===== config.mk =====
export PLATFORM = sky130hd
export DESIGN_NAME = bpa_alloc_table
export DESIGN_NICKNAME = d
export VERILOG_FILES = /design/src/rtl/bpa_pkg.sv /design/src/rtl/bpa_alloc_table.sv
export SDC_FILE = /design/constraint.sdc
export NUM_CORES = 1
export LEC_CHECK = 0
export BUFFER_PORTS_ARGS = -buffer_cell sky130_fd_sc_hd__buf_2
export CAP_MARGIN = 10
export CORE_MARGIN = 2
export CORE_UTILIZATION = 30
export DETAILED_ROUTE_END_ITERATION = 6
export GPL_ROUTABILITY_DRIVEN = 0
export PLACE_DENSITY = 0.46
export SLEW_MARGIN = 20
export SYNTH_ARGS = -nofsm -noshare
export SYNTH_HDL_FRONTEND = slang
export SYNTH_SLANG_ARGS = --single-unit

===== constraint.sdc =====
create_clock -name clk -period 3 [get_ports clk]
set_input_delay 0.3 -clock clk [delete_from_list [all_inputs] [get_ports clk]]
set_output_delay 0.3 -clock clk [all_outputs]
set_load 0.05 [all_outputs]

===== src/rtl/bpa_pkg.sv =====
// Buddy page allocator package: sizes, status codes and the structs that
// travel between the controller and its two stores. No dependencies.
package bpa_pkg;

  localparam int MAX_ORDER       = 16;
  localparam int PAGE_BYTES_LOG2 = 12;
  localparam int FREE_LIST_DEPTH = 64;
  localparam int ALLOC_SLOTS     = 64;

  localparam int ORD_W      = $clog2(MAX_ORDER + 2);
  localparam int IDX_W      = $clog2(FREE_LIST_DEPTH);
  localparam int CNT_W      = $clog2(FREE_LIST_DEPTH + 1);
  localparam int FL_AW      = ORD_W + IDX_W;
  localparam int FL_ENTRIES = (MAX_ORDER + 1) * FREE_LIST_DEPTH;
  localparam int SLOT_W     = (ALLOC_SLOTS > 1) ? $clog2(ALLOC_SLOTS) : 1;
  localparam int DRY_W      = (MAX_ORDER > 1) ? $clog2(MAX_ORDER) : 1;
  localparam int PG_W       = 16;
  localparam int REQ_W      = 31;
  localparam int ST_W       = 3;

  localparam logic [ST_W-1:0] ST_OK         = 3'd0;
  localparam logic [ST_W-1:0] ST_TOO_LARGE  = 3'd1;
  localparam logic [ST_W-1:0] ST_NO_MEMORY  = 3'd2;
  localparam logic [ST_W-1:0] ST_TABLE_FULL = 3'd3;
  localparam logic [ST_W-1:0] ST_NOT_FOUND  = 3'd4;
  localparam logic [ST_W-1:0] ST_OVERFLOW   = 3'd5;

  localparam logic CMD_ALLOC = 1'b0;
  localparam logic CMD_FREE  = 1'b1;

  // free count update codes
  localparam logic [1:0] CNT_NONE = 2'd0;
  localparam logic [1:0] CNT_INC  = 2'd1;
  localparam logic [1:0] CNT_DEC  = 2'd2;
  localparam logic [1:0] CNT_SET1 = 2'd3;

  localparam logic [FL_AW-1:0] TOP0_ADDR = {ORD_W'(MAX_ORDER), IDX_W'(0)};

  typedef struct packed {
    logic             command;
    logic [REQ_W-1:0] request_bytes;
    logic [PG_W-1:0]  free_start;
  } in_t;

  typedef struct packed {
    logic [ST_W-1:0]  status;
    logic [PG_W-1:0]  start_page;
    logic [ORD_W-1:0] block_order;
  } out_t;

  typedef logic [MAX_ORDER:0][CNT_W-1:0] cnt_vec_t;

  typedef struct packed {
    logic             we;
    logic [FL_AW-1:0] waddr;
    logic [PG_W-1:0]  wdata;
    logic [FL_AW-1:0] raddr;
    logic [1:0]       cnt_op;
    logic [ORD_W-1:0] cnt_ord;
  } fl_req_t;

  typedef struct packed {
    logic [ORD_W-1:0] order;
    logic [PG_W-1:0]  start;
  } at_entry_t;

  typedef struct packed {
    logic              we;
    logic [SLOT_W-1:0] waddr;
    at_entry_t         wdata;
    logic [SLOT_W-1:0] raddr;
    logic              vset;
    logic              vclr;
    logic [SLOT_W-1:0] vslot;
  } at_req_t;

endpackage


===== src/rtl/bpa_alloc_table.sv =====
// Allocation record table: RAM of start/order per slot, valid flops and
// the first-free-slot encoder. Depends on bpa_pkg.
module bpa_alloc_table (
  input  logic                         clk,
  input  logic                         rst_n,
  input  bpa_pkg::at_req_t             req,
  output bpa_pkg::at_entry_t           rdata,
  output logic                         rvalid,
  output logic [bpa_pkg::SLOT_W-1:0]   free_slot,
  output logic                         full
);
  import bpa_pkg::*;

  at_entry_t              mem [0:ALLOC_SLOTS-1];
  at_entry_t              q_r;
  logic                   qv_r;
  logic [ALLOC_SLOTS-1:0] valid_r;

  always_ff @(posedge clk) begin
    if (req.we) begin
      mem[req.waddr] <= req.wdata;
    end
    q_r <= mem[req.raddr];
  end

  always_ff @(posedge clk) begin
    if (!rst_n) begin
      valid_r <= '0;
      qv_r    <= 1'b0;
    end else begin
      if (req.vset) begin
        valid_r[req.vslot] <= 1'b1;
      end
      if (req.vclr) begin
        valid_r[req.vslot] <= 1'b0;
      end
      qv_r <= valid_r[req.raddr];
    end
  end

  always_comb begin
    free_slot = '0;
    full      = 1'b1;
    for (int k = ALLOC_SLOTS - 1; k >= 0; k--) begin
      if (!valid_r[k]) begin
        free_slot = SLOT_W'(k);
        full      = 1'b0;
      end
    end
  end

  assign rdata  = q_r;
  assign rvalid = qv_r;

endmodule


; ---- Word-level counts from Yosys, hierarchy flattened
; Memories as Yosys holds them, arrays and structs flattened. A register that Yosys moved wholly into a read port is not among the register bits.
; Cells that the tools add are included.
; Widths: inputs -> output; s select.
[word_totals]
ff_bits = 65
ram_bits = 1344
inputBits = 44
out_inout_bits = 29
elab_cells = 147
mem_count = 1
[memory_table]
columns = memory, words, word_bits, read_ports, rd_ports_with_merged_regs, write_ports, line_no
row1 = mem, 64, 21, 1, 1, 1, bpa_alloc_table.sv:14  ; at_entry_t mem [0:ALLOC_SLOTS-1];
[classes]
magnitude_cmp = 3
n_mux = 137
bitwise = 3
reduce_logical = 1
[op_table]
columns = op, count
row1 = $mux 6, 64
row2 = $mux 64, 3
row3 = $mux 1, 68
row4 = $and 64x64->64, 1
row5 = $not 64->64, 1
row6 = $or 64x64->64, 1
row7 = $lt 6x7->1 const B, 2
row8 = $bmux 1 s6, 1
row9 = $demux 1 s6, 1
row10 = $ge 6x1->1 const B, 1
row11 = $logic_and 1x1->1, 1

; ---- Longest topological paths before layout
; Gate-level depths: netlist of run 1.
[logic_depth]
ltp_word = 64
mapped_depth = 9
ltp_nobuf = 6

; ---- Worst setup path before layout of run 1
; OpenSTA, ideal clock, no wires.
[synth_timing]
path_kind = reg2out
from = register valid_r[62]
to = output free_slot[2] in the netlist's numbering
t_arrival_ps = 2772
required_time_ps = 2700
slack_ps = -72
path_stages_with_launch = 7
path_buffers = 0
cell_sequence = dfxtp_1 -> and4_1 -> o21ai_0 -> a21oi_1 -> o311ai_0 -> a31oi_1 -> o41ai_1
[synth_between]
elab_chain_cells = 63
[synth_lines]
columns = element, line_no
row1 = "start, declared", bpa_alloc_table.sv:17  ; logic [ALLOC_SLOTS-1:0] valid_r;
row2 = "start signal, assigned", bpa_alloc_table.sv:28  ; valid_r <= '0;
row3 = "start signal, assigned by index", bpa_alloc_table.sv:32  ; valid_r[req.vslot] <= 1'b1;
row4 = "start signal, assigned by index", bpa_alloc_table.sv:35  ; valid_r[req.vslot] <= 1'b0;
row5 = $mux 6 (63 in a row), bpa_alloc_table.sv:45  ; if (!valid_r[k]) begin
row6 = "end, declared", bpa_alloc_table.sv:9  ; output logic [bpa_pkg::SLOT_W-1:0] free_slot,
; Every way passes these cells.

; ---- Final worst setup path of run 1
[layout_timing]
from = register valid_r[26]
to = output free_slot[0] in the netlist's numbering
[layout_between]
elab_chain_cells = 27
[layout_lines]
columns = element, line_no
row1 = $mux 6 (27 in a row), bpa_alloc_table.sv:45
; Every way passes these cells.

==> results by group, run 1 <==
Timing
  – Measured slew at the worst slew-check pin: 1.22 ns
  – Final worst path period share: 95.5%
  – Setup Viol. Count Final: 0
  – Fmax: 349 MHz
  – Final critical delay including setup and external delays: approximately 2.9 ns
  – Number of hold violations in the final report: 0
  – Worst clock skew on the final layout: 0.0363 ns
  – Setup repair after global routing missed its margin: true
  – Final number of max-transition violations: 0
  – Post-Route Hold Slack: 0.0814 ns
  – Worst Setup Slack, final: 0.135 ns
  – Headroom to the max-slew limit: 18.4%

Synth
  – Sequential fraction of the synthesis area: between 70 and 80%
  – Number of warnings reported in the yosys synthesis log: 0
  – Share of the synthesized area in the top cell type: between 70% and 80%
  – Post-synthesis cell type with the largest combined area: sky130_fd_sc_hd__edfxtp_1
  – Cells after synthesis: between 2,000 and 3,000
  – Number of enable flip-flop cells after synthesis: 1,344
  – Synth top area cells: sky130_fd_sc_hd__edfxtp_1 73%, sky130_fd_sc_hd__mux4_2 18%, sky130_fd_sc_hd__dfxtp_1 3.1%
  – Most frequently used flop master after synthesis: sky130_fd_sc_hd__edfxtp_1
  – Synth Net Count: about 2,600
  – Async set-reset flop share out of synthesis: 0%
  – Number of different library cells in the post-synthesis netlist: 47
  – Mapped cell area: 55,400 µm²
  – FF+latch count, synth: 1,430
  – Mapped Avg Cell Area: ~22 µm²

Clocking
  – Later-pin clock latency in the skew report: 0.78 ns
  – Number of clock sinks: 1,430
  – Largest buffer count on any clock path: 3
  – Number of buffers created by CTS: around 160
  – TritonCTS clock tree: built
  – Clock tree root driver cell: sky130_fd_sc_hd__clkbuf_16
  – Clock-pin slew on the worst setup and hold paths: 0.06 ns
  – H-tree Lvls: 4

Global routing
  – Global-route wire length before repair: 221,000 µm
  – Overflow left after global routing: 0
  – Number of global-route vias before repair: 28,877
  – Antenna violations before repair: 13
  – All-layer global routing usage: 16.9%
  – Largest net degree at the start of global routing: 66

Hold path
  – Beginning of the worst hold path: req[20]
  – WHS Path Cells: 1
  – Hold/Removal Path Class: primary input to flop

Finish
  – NumNets Final: 2,867
  – Ratio of cells with drive above 1 in the final layout: 33.8%
  – Area of all placed cells without fillers: 65,300 µm²
  – Synthesis-to-finish area growth: 17.9%
  – Final cell count without fillers: between 5,000 and 6,000

Power and ir drop
  – Leakage: 20.1 nW
  – Maximum vdd drop: 644 µV
  – Power density normalized to cell area: 663 nW/µm²

Placed design
  – Placement-stage worst setup slack: -0.0562 ns
  – DP Cell Count: between 5,000 and 6,000
  – PortBufs: slightly above 70
  – DPL Wire Length: roughly 90,000 µm
  – Placed cell areas: 60,000 µm²

Route
  – Drt pass-1 iters: 7
  – Total number of vias: 27,747
  – DRC violation count after routing: 0
  – Routed len/inst: between 20 and 30 µm
  – Via density: 5.11
  – Detailed-route wire length: around 160,000 µm
  – Routed Antenna Nets: 0
  – Iteration-0 DRC count of the detailed router: 2,787

Floorplanning
  – Initial core utilization: 30.2%
  – Die span in x: between 400 and 500 µm
  – Number of placement rows: 157
  – Vertical die dimension: 434 µm
  – Top-Level Pins: 73
  – DIE AREA: 188,000 µm²
  – Core Box Area: 183,000 µm²

Worst setup path
  – Start point of the critical path: valid_r[26]
  – Maximum fanout count along the critical path: 5
  – R2R cell count: 4
  – Worst reg2reg startpoint: mem[3][5]
  – Kind of end point of the critical path: output pin
  – Data arrival, critical path: 2.57 ns
  – Critical path launch point type: flop
  – Required time of the worst setup path: 2.70 ns
  – Setup CP Type: flop to output pin

Outcome
  – Run status: finished clean

Job
  – Max-cap violations: 0
## logic make-up (layout without fill, tap and decap cells)
logic type             Yosys count  count (layout)  share of synthesized area, %
flip-flops                    1430            1430                          76.0
multiplexers                   443             443                          17.8
buffers and inverters          150             540                          1.20
AO/OA/AOI/OAI                  228             228                          2.41
other                            0              14                             0
AND/OR/NAND/NOR                308             308                          2.52
## cell usage after synthesis, types with 3 or more instances
master / count
sky130_fd_sc_hd__buf_2: 26
sky130_fd_sc_hd__o21ai_0: 82
sky130_fd_sc_hd__a22oi_1: 43
sky130_fd_sc_hd__nand3b_1: 4
sky130_fd_sc_hd__and4_1: 4
sky130_fd_sc_hd__nor2b_1: 11
sky130_fd_sc_hd__nand2b_1: 10
sky130_fd_sc_hd__a31oi_1: 6
sky130_fd_sc_hd__a2111oi_0: 3
sky130_fd_sc_hd__nor3_1: 8
sky130_fd_sc_hd__inv_1: 15
sky130_fd_sc_hd__nor2_1: 150
sky130_fd_sc_hd__or3_1: 3
sky130_fd_sc_hd__clkbuf_1: 86
sky130_fd_sc_hd__buf_1: 7
sky130_fd_sc_hd__nand4b_1: 3
sky130_fd_sc_hd__mux2i_1: 8
sky130_fd_sc_hd__buf_4: 13
sky130_fd_sc_hd__nand4_1: 14
sky130_fd_sc_hd__edfxtp_1: 1344
sky130_fd_sc_hd__mux4_2: 435
sky130_fd_sc_hd__o2111ai_1: 4
sky130_fd_sc_hd__nand2_1: 64
sky130_fd_sc_hd__dfxtp_1: 86
sky130_fd_sc_hd__and2_1: 4
sky130_fd_sc_hd__a21oi_1: 76
sky130_fd_sc_hd__buf_6: 3
sky130_fd_sc_hd__nand3_1: 21
## critical path, cell delays in order (launching register included)
cell and delay (ns):
sky130_fd_sc_hd__dfxtp_2 0.37, sky130_fd_sc_hd__nand2b_1 0.11, sky130_fd_sc_hd__a21boi_0 0.12, sky130_fd_sc_hd__a2111o_1 0.38, sky130_fd_sc_hd__a41o_1 0.26, sky130_fd_sc_hd__a21oi_1 0.17
sky130_fd_sc_hd__a221o_1 0.20, sky130_fd_sc_hd__buf_6 0.18
## area by class of cell
class / instances / area, µm²
inverters: 15 / 56.3
clock buffers: 218 / 4370
flip-flops and latches: 1430 / 42100
multi-input cells: 979 / 12900
clock inverters: 66 / 658
diodes: 14 / 35.0
fillers: 16736 / 118000
well taps: 2464 / 3080
repair buffers: 241 / 2060
## final timing paths
kind | end | slack (ns)
max reg2reg | rdata[5] | 0.79
min reg2reg | valid_r[61] | 0.52
max | free_slot[0] | 0.13
min | mem[29][6] | 0.08
## layer usage
| layer | vias to the layer above | share of wire (%) | GRT usage, % |
|---|---|---|---|
| li1 | 11366 | - | - |
| met1 | 15161 | 42 | 22.3 |
| met2 | 952 | 50 | 28.5 |
| met3 | 262 | 5.6 | 3.16 |
| met4 | 6 | 2.7 | 4.69 |
| met5 | - | 0.023 | 0 |
## placed cells by master (no fill, tap or decap), types with 25 or more instances in the layout
master,instances
sky130_fd_sc_hd__nor2_1,87
sky130_fd_sc_hd__a21oi_1,75
sky130_fd_sc_hd__buf_12,29
sky130_fd_sc_hd__mux4_2,435
sky130_fd_sc_hd__buf_2,61
sky130_fd_sc_hd__nor2_2,63
sky130_fd_sc_hd__dfxtp_1,61
sky130_fd_sc_hd__clkbuf_16,163
sky130_fd_sc_hd__a22oi_1,43
sky130_fd_sc_hd__buf_4,140
sky130_fd_sc_hd__o21ai_0,78
sky130_fd_sc_hd__clkbuf_1,47
sky130_fd_sc_hd__nand2_1,64
sky130_fd_sc_hd__edfxtp_1,1344
sky130_fd_sc_hd__clkinv_1,25
## where the power goes
group | switching (mW) | internal (mW)
Sequential | 0.134 | 22.0
Combinational | 1.48 | 0.880
Clock | 7.80 | 11.0
Total | 9.41 | 33.8
## flip-flops by register name, summed over array words and instances (netlist names)
| signal | cells |
|---|---|
| valid_r | 64 |
| rdata | 21 |
| rvalid | 1 |
| mem | 1344 |
## timing repair
action                                 CTS  global route
setup endpoints to repair                6             5
endpoints found under the hold margin   53             0
setup buffers                            2             1
pin swaps                                9             5
gates cloned                             0             0
gates resized for setup                 36            21
hold buffers                             3             0
## through the flow
stage          setup TNS [ns]  utilization (%)  power (mW)
5_1_grt                     0             35.6        44.6
3_5_place_dp          -0.0739             32.7        24.9
2_1_floorplan               0                -        23.7
6_report                    0             35.6        43.2
3_3_place_gp           -0.163             32.7        24.9
4_1_cts              -0.00516             35.6        43.8
Note: power is estimated with default switching activity, not from simulation.
==> run 2: changes to the inputs <==
- CTS_CLUSTER_SIZE: unset -> 28
- PLACE_DENSITY: 0.46 -> 0.52
==> results by group, run 2 (same netlist as run 1, synthesis figures left out) <==
Outcome
  – Run status: finished clean

Placed design
  – PortBufs: just over 70
  – Placement-stage worst setup slack: -0.337 ns
  – DPL Wire Length: roughly 87,000 µm
  – DP Cell Count: 5,155

Finish
  – Register cell area after layout: about 42,000 µm²
  – Area occupied by multi-input gates: 13,000 µm²
  – Flip-flop count of the largest register after layout: 1,344
  – NumNets Final: ~2,900
  – Most common library cell in the layout ignoring fill and taps: sky130_fd_sc_hd__edfxtp_1
  – Commonest cells after routing, fill and taps aside: 1,344 x sky130_fd_sc_hd__edfxtp_1, 435 x sky130_fd_sc_hd__mux4_2, 166 x sky130_fd_sc_hd__buf_4, 155 x sky130_fd_sc_hd__clkbuf_16, 87 x sky130_fd_sc_hd__nor2_1
  – Synthesis-to-finish area growth: 18.5%
  – Ratio of cells with drive above 1 in the final layout: 34.5%
  – Filler Cell Count: 16,826
  – Register name with the most flops: mem
  – Core utilization of the finished layout: 35.8%
  – Final cell count without fillers: 5,441

Timing
  – Sum Neg Setup Slack: 0 ns
  – Headroom to the max-slew limit: 32.5%
  – Setup Viol. Count Final: 0
  – Final number of max-transition violations: 0
  – Fmax: 340 MHz
  – Setup repair after global routing missed its margin: true
  – Worst clock skew on the final layout: about 0.026 ns
  – Measured slew at the worst slew-check pin: 1.01 ns
  – Final critical delay including setup and external delays: approximately 2.9 ns
  – Final worst path period share: a little over nine tenths
  – Number of hold violations in the final report: 0
  – Worst Setup Slack, final: 0.0549 ns

Clocking
  – Largest buffer count on any clock path: 3
  – TritonCTS clock tree: built
  – Clock-pin slew on the worst setup and hold paths: 0.06 ns
  – Later-pin clock latency in the skew report: 0.79 ns
  – Clock tree root driver cell: sky130_fd_sc_hd__clkbuf_16
  – H-tree Lvls: 4
  – Number of clock sinks: 1,430
  – Number of buffers created by CTS: 152

Route
  – Drt pass-1 iters: 7
  – Iteration-0 DRC count of the detailed router: 2,935
  – Total number of vias: 27,363
  – Routed len/inst: 27.8 µm
  – Via density: 5.03
  – Detailed-route wire length: approximately 150,000 µm
  – Routed Antenna Nets: 0
  – DRC violation count after routing: 0

Worst setup path
  – Data arrival, critical path: between 2 and 3 ns
  – CP Buf/Inv Count: 1
  – Chain of cells forming the critical path: nand3_1, a2111o_1, a2111oi_4, a221o_1, buf_6
  – Critical path launch point type: flop
  – Worst path max stage delay: 0.49 ns
  – Top Family by Delay on Critical Path: compound AO/OA/AOI/OAI gates
  – Maximum fanout count along the critical path: 4
  – Kind of end point of the critical path: output pin
  – Required time of the worst setup path: between 2 and 3 ns
  – Slowest CP cell: sky130_fd_sc_hd__a2111o_1
  – Setup CP Type: flop to output pin

Power and ir drop
  – Internal Pwr Total: 33.7 mW
  – Share of total power in the clock network: a little over two fifths
  – Register share of total power: roughly 51%
  – Power density normalized to cell area: ~660 nW/µm²
  – Switch share: 21.8%
  – Maximum vdd drop: 549 µV
  – Portion of total power attributed to combinational logic: 5.5%
  – Leakage: 20.3 nW
  – Switching power of the nets: 9.41 mW

Global routing
  – All-layer global routing usage: 16.2%
  – Antenna violations before repair: 11
  – Largest net degree at the start of global routing: 66
  – Overflow left after global routing: 0
  – Number of global-route vias before repair: approximately 28,000
  – Global-route wire length before repair: ~210,000 µm

Hold path
  – Hold/Removal Path Class: primary input to flop

Floorplanning
  – Core Box Area: 183,000 µm²
  – Vertical die dimension: ~430 µm
  – Initial core utilization: 30.2%
  – Number of placement rows: 157
  – Die span in x: 434 µm
  – Top-Level Pins: 73
  – DIE AREA: approximately 190,000 µm²

Job
  – Max-cap violations: 0
run 2: cell types whose count changed in the layout (fill, tap and decap cells not counted), sizes merged:
| cell | change |
|---|---|
| buf | +31 |
| clkbuf | -30 |
| diode | -11 |
| clkinv | +10 |
| clkinvlp | +4 |
| inv | +4 |
| bufinv | +3 |
| dlygate4sd3 | +3 |
run 2: stage by stage:
stage / hold WS, ns / power [mW] / area (µm²)
after floorplan: 0.389 / 23.7 / 55400
after global placement: 0.510 / 25.0 / 60400
after detailed placement: 0.515 / 25.0 / 60400
after CTS: 0.000169 / 43.7 / 65500
after global routing: 0.00538 / 44.5 / 65600
final: 0.0492 / 43.1 / 65600
run 2: repair_timing:
item                                    CTS  global route
setup buffers                             0             0
hold endpoints to repair                 78             0
hold buffers                              6             0
pin swaps                                 3             7
gates resized for setup                  23            21
endpoints found under the setup margin    5             7
run 2: metal layers:
metal,track usage [%],vias up,routed length (µm)
met5,0,-,34
met4,3.95,6,3140
met3,2.68,203,7790
met2,27.4,828,76400
met1,21.7,14934,63800
li1,-,11392,-
run 2: path summary, 6_finish.rpt:
kind	startpoint	end	slack, ns	depth (start not counted)
min	req[29]	mem[10][15]	0.05	2
max reg2reg	mem[47][0]	rdata[0]	0.61	4
min reg2reg	valid_r[62]	valid_r[62]	0.50	2
max	valid_r[12]	free_slot[0]	0.05	5
run 2: area by class of cell:
type                    instances  share of cell area (%)
inverters                      15                  0.0859
well taps                    2464                    4.70
clock inverters                87                    1.31
diodes                          3                  0.0114
flip-flops and latches       1430                    64.2
repair buffers                273                    3.58
multi-input cells             979                    19.8
clock buffers                 190                    6.28
run 2: power groups by stage:
stage	combinational [mW]	sequential, mW	clock [mW]
global placement	2.40	22.6	0
floorplan	1.13	22.6	0
CTS	2.42	22.1	19.1
detailed placement	2.41	22.6	0
finish	2.38	22.1	18.6
global route	2.52	22.1	19.9
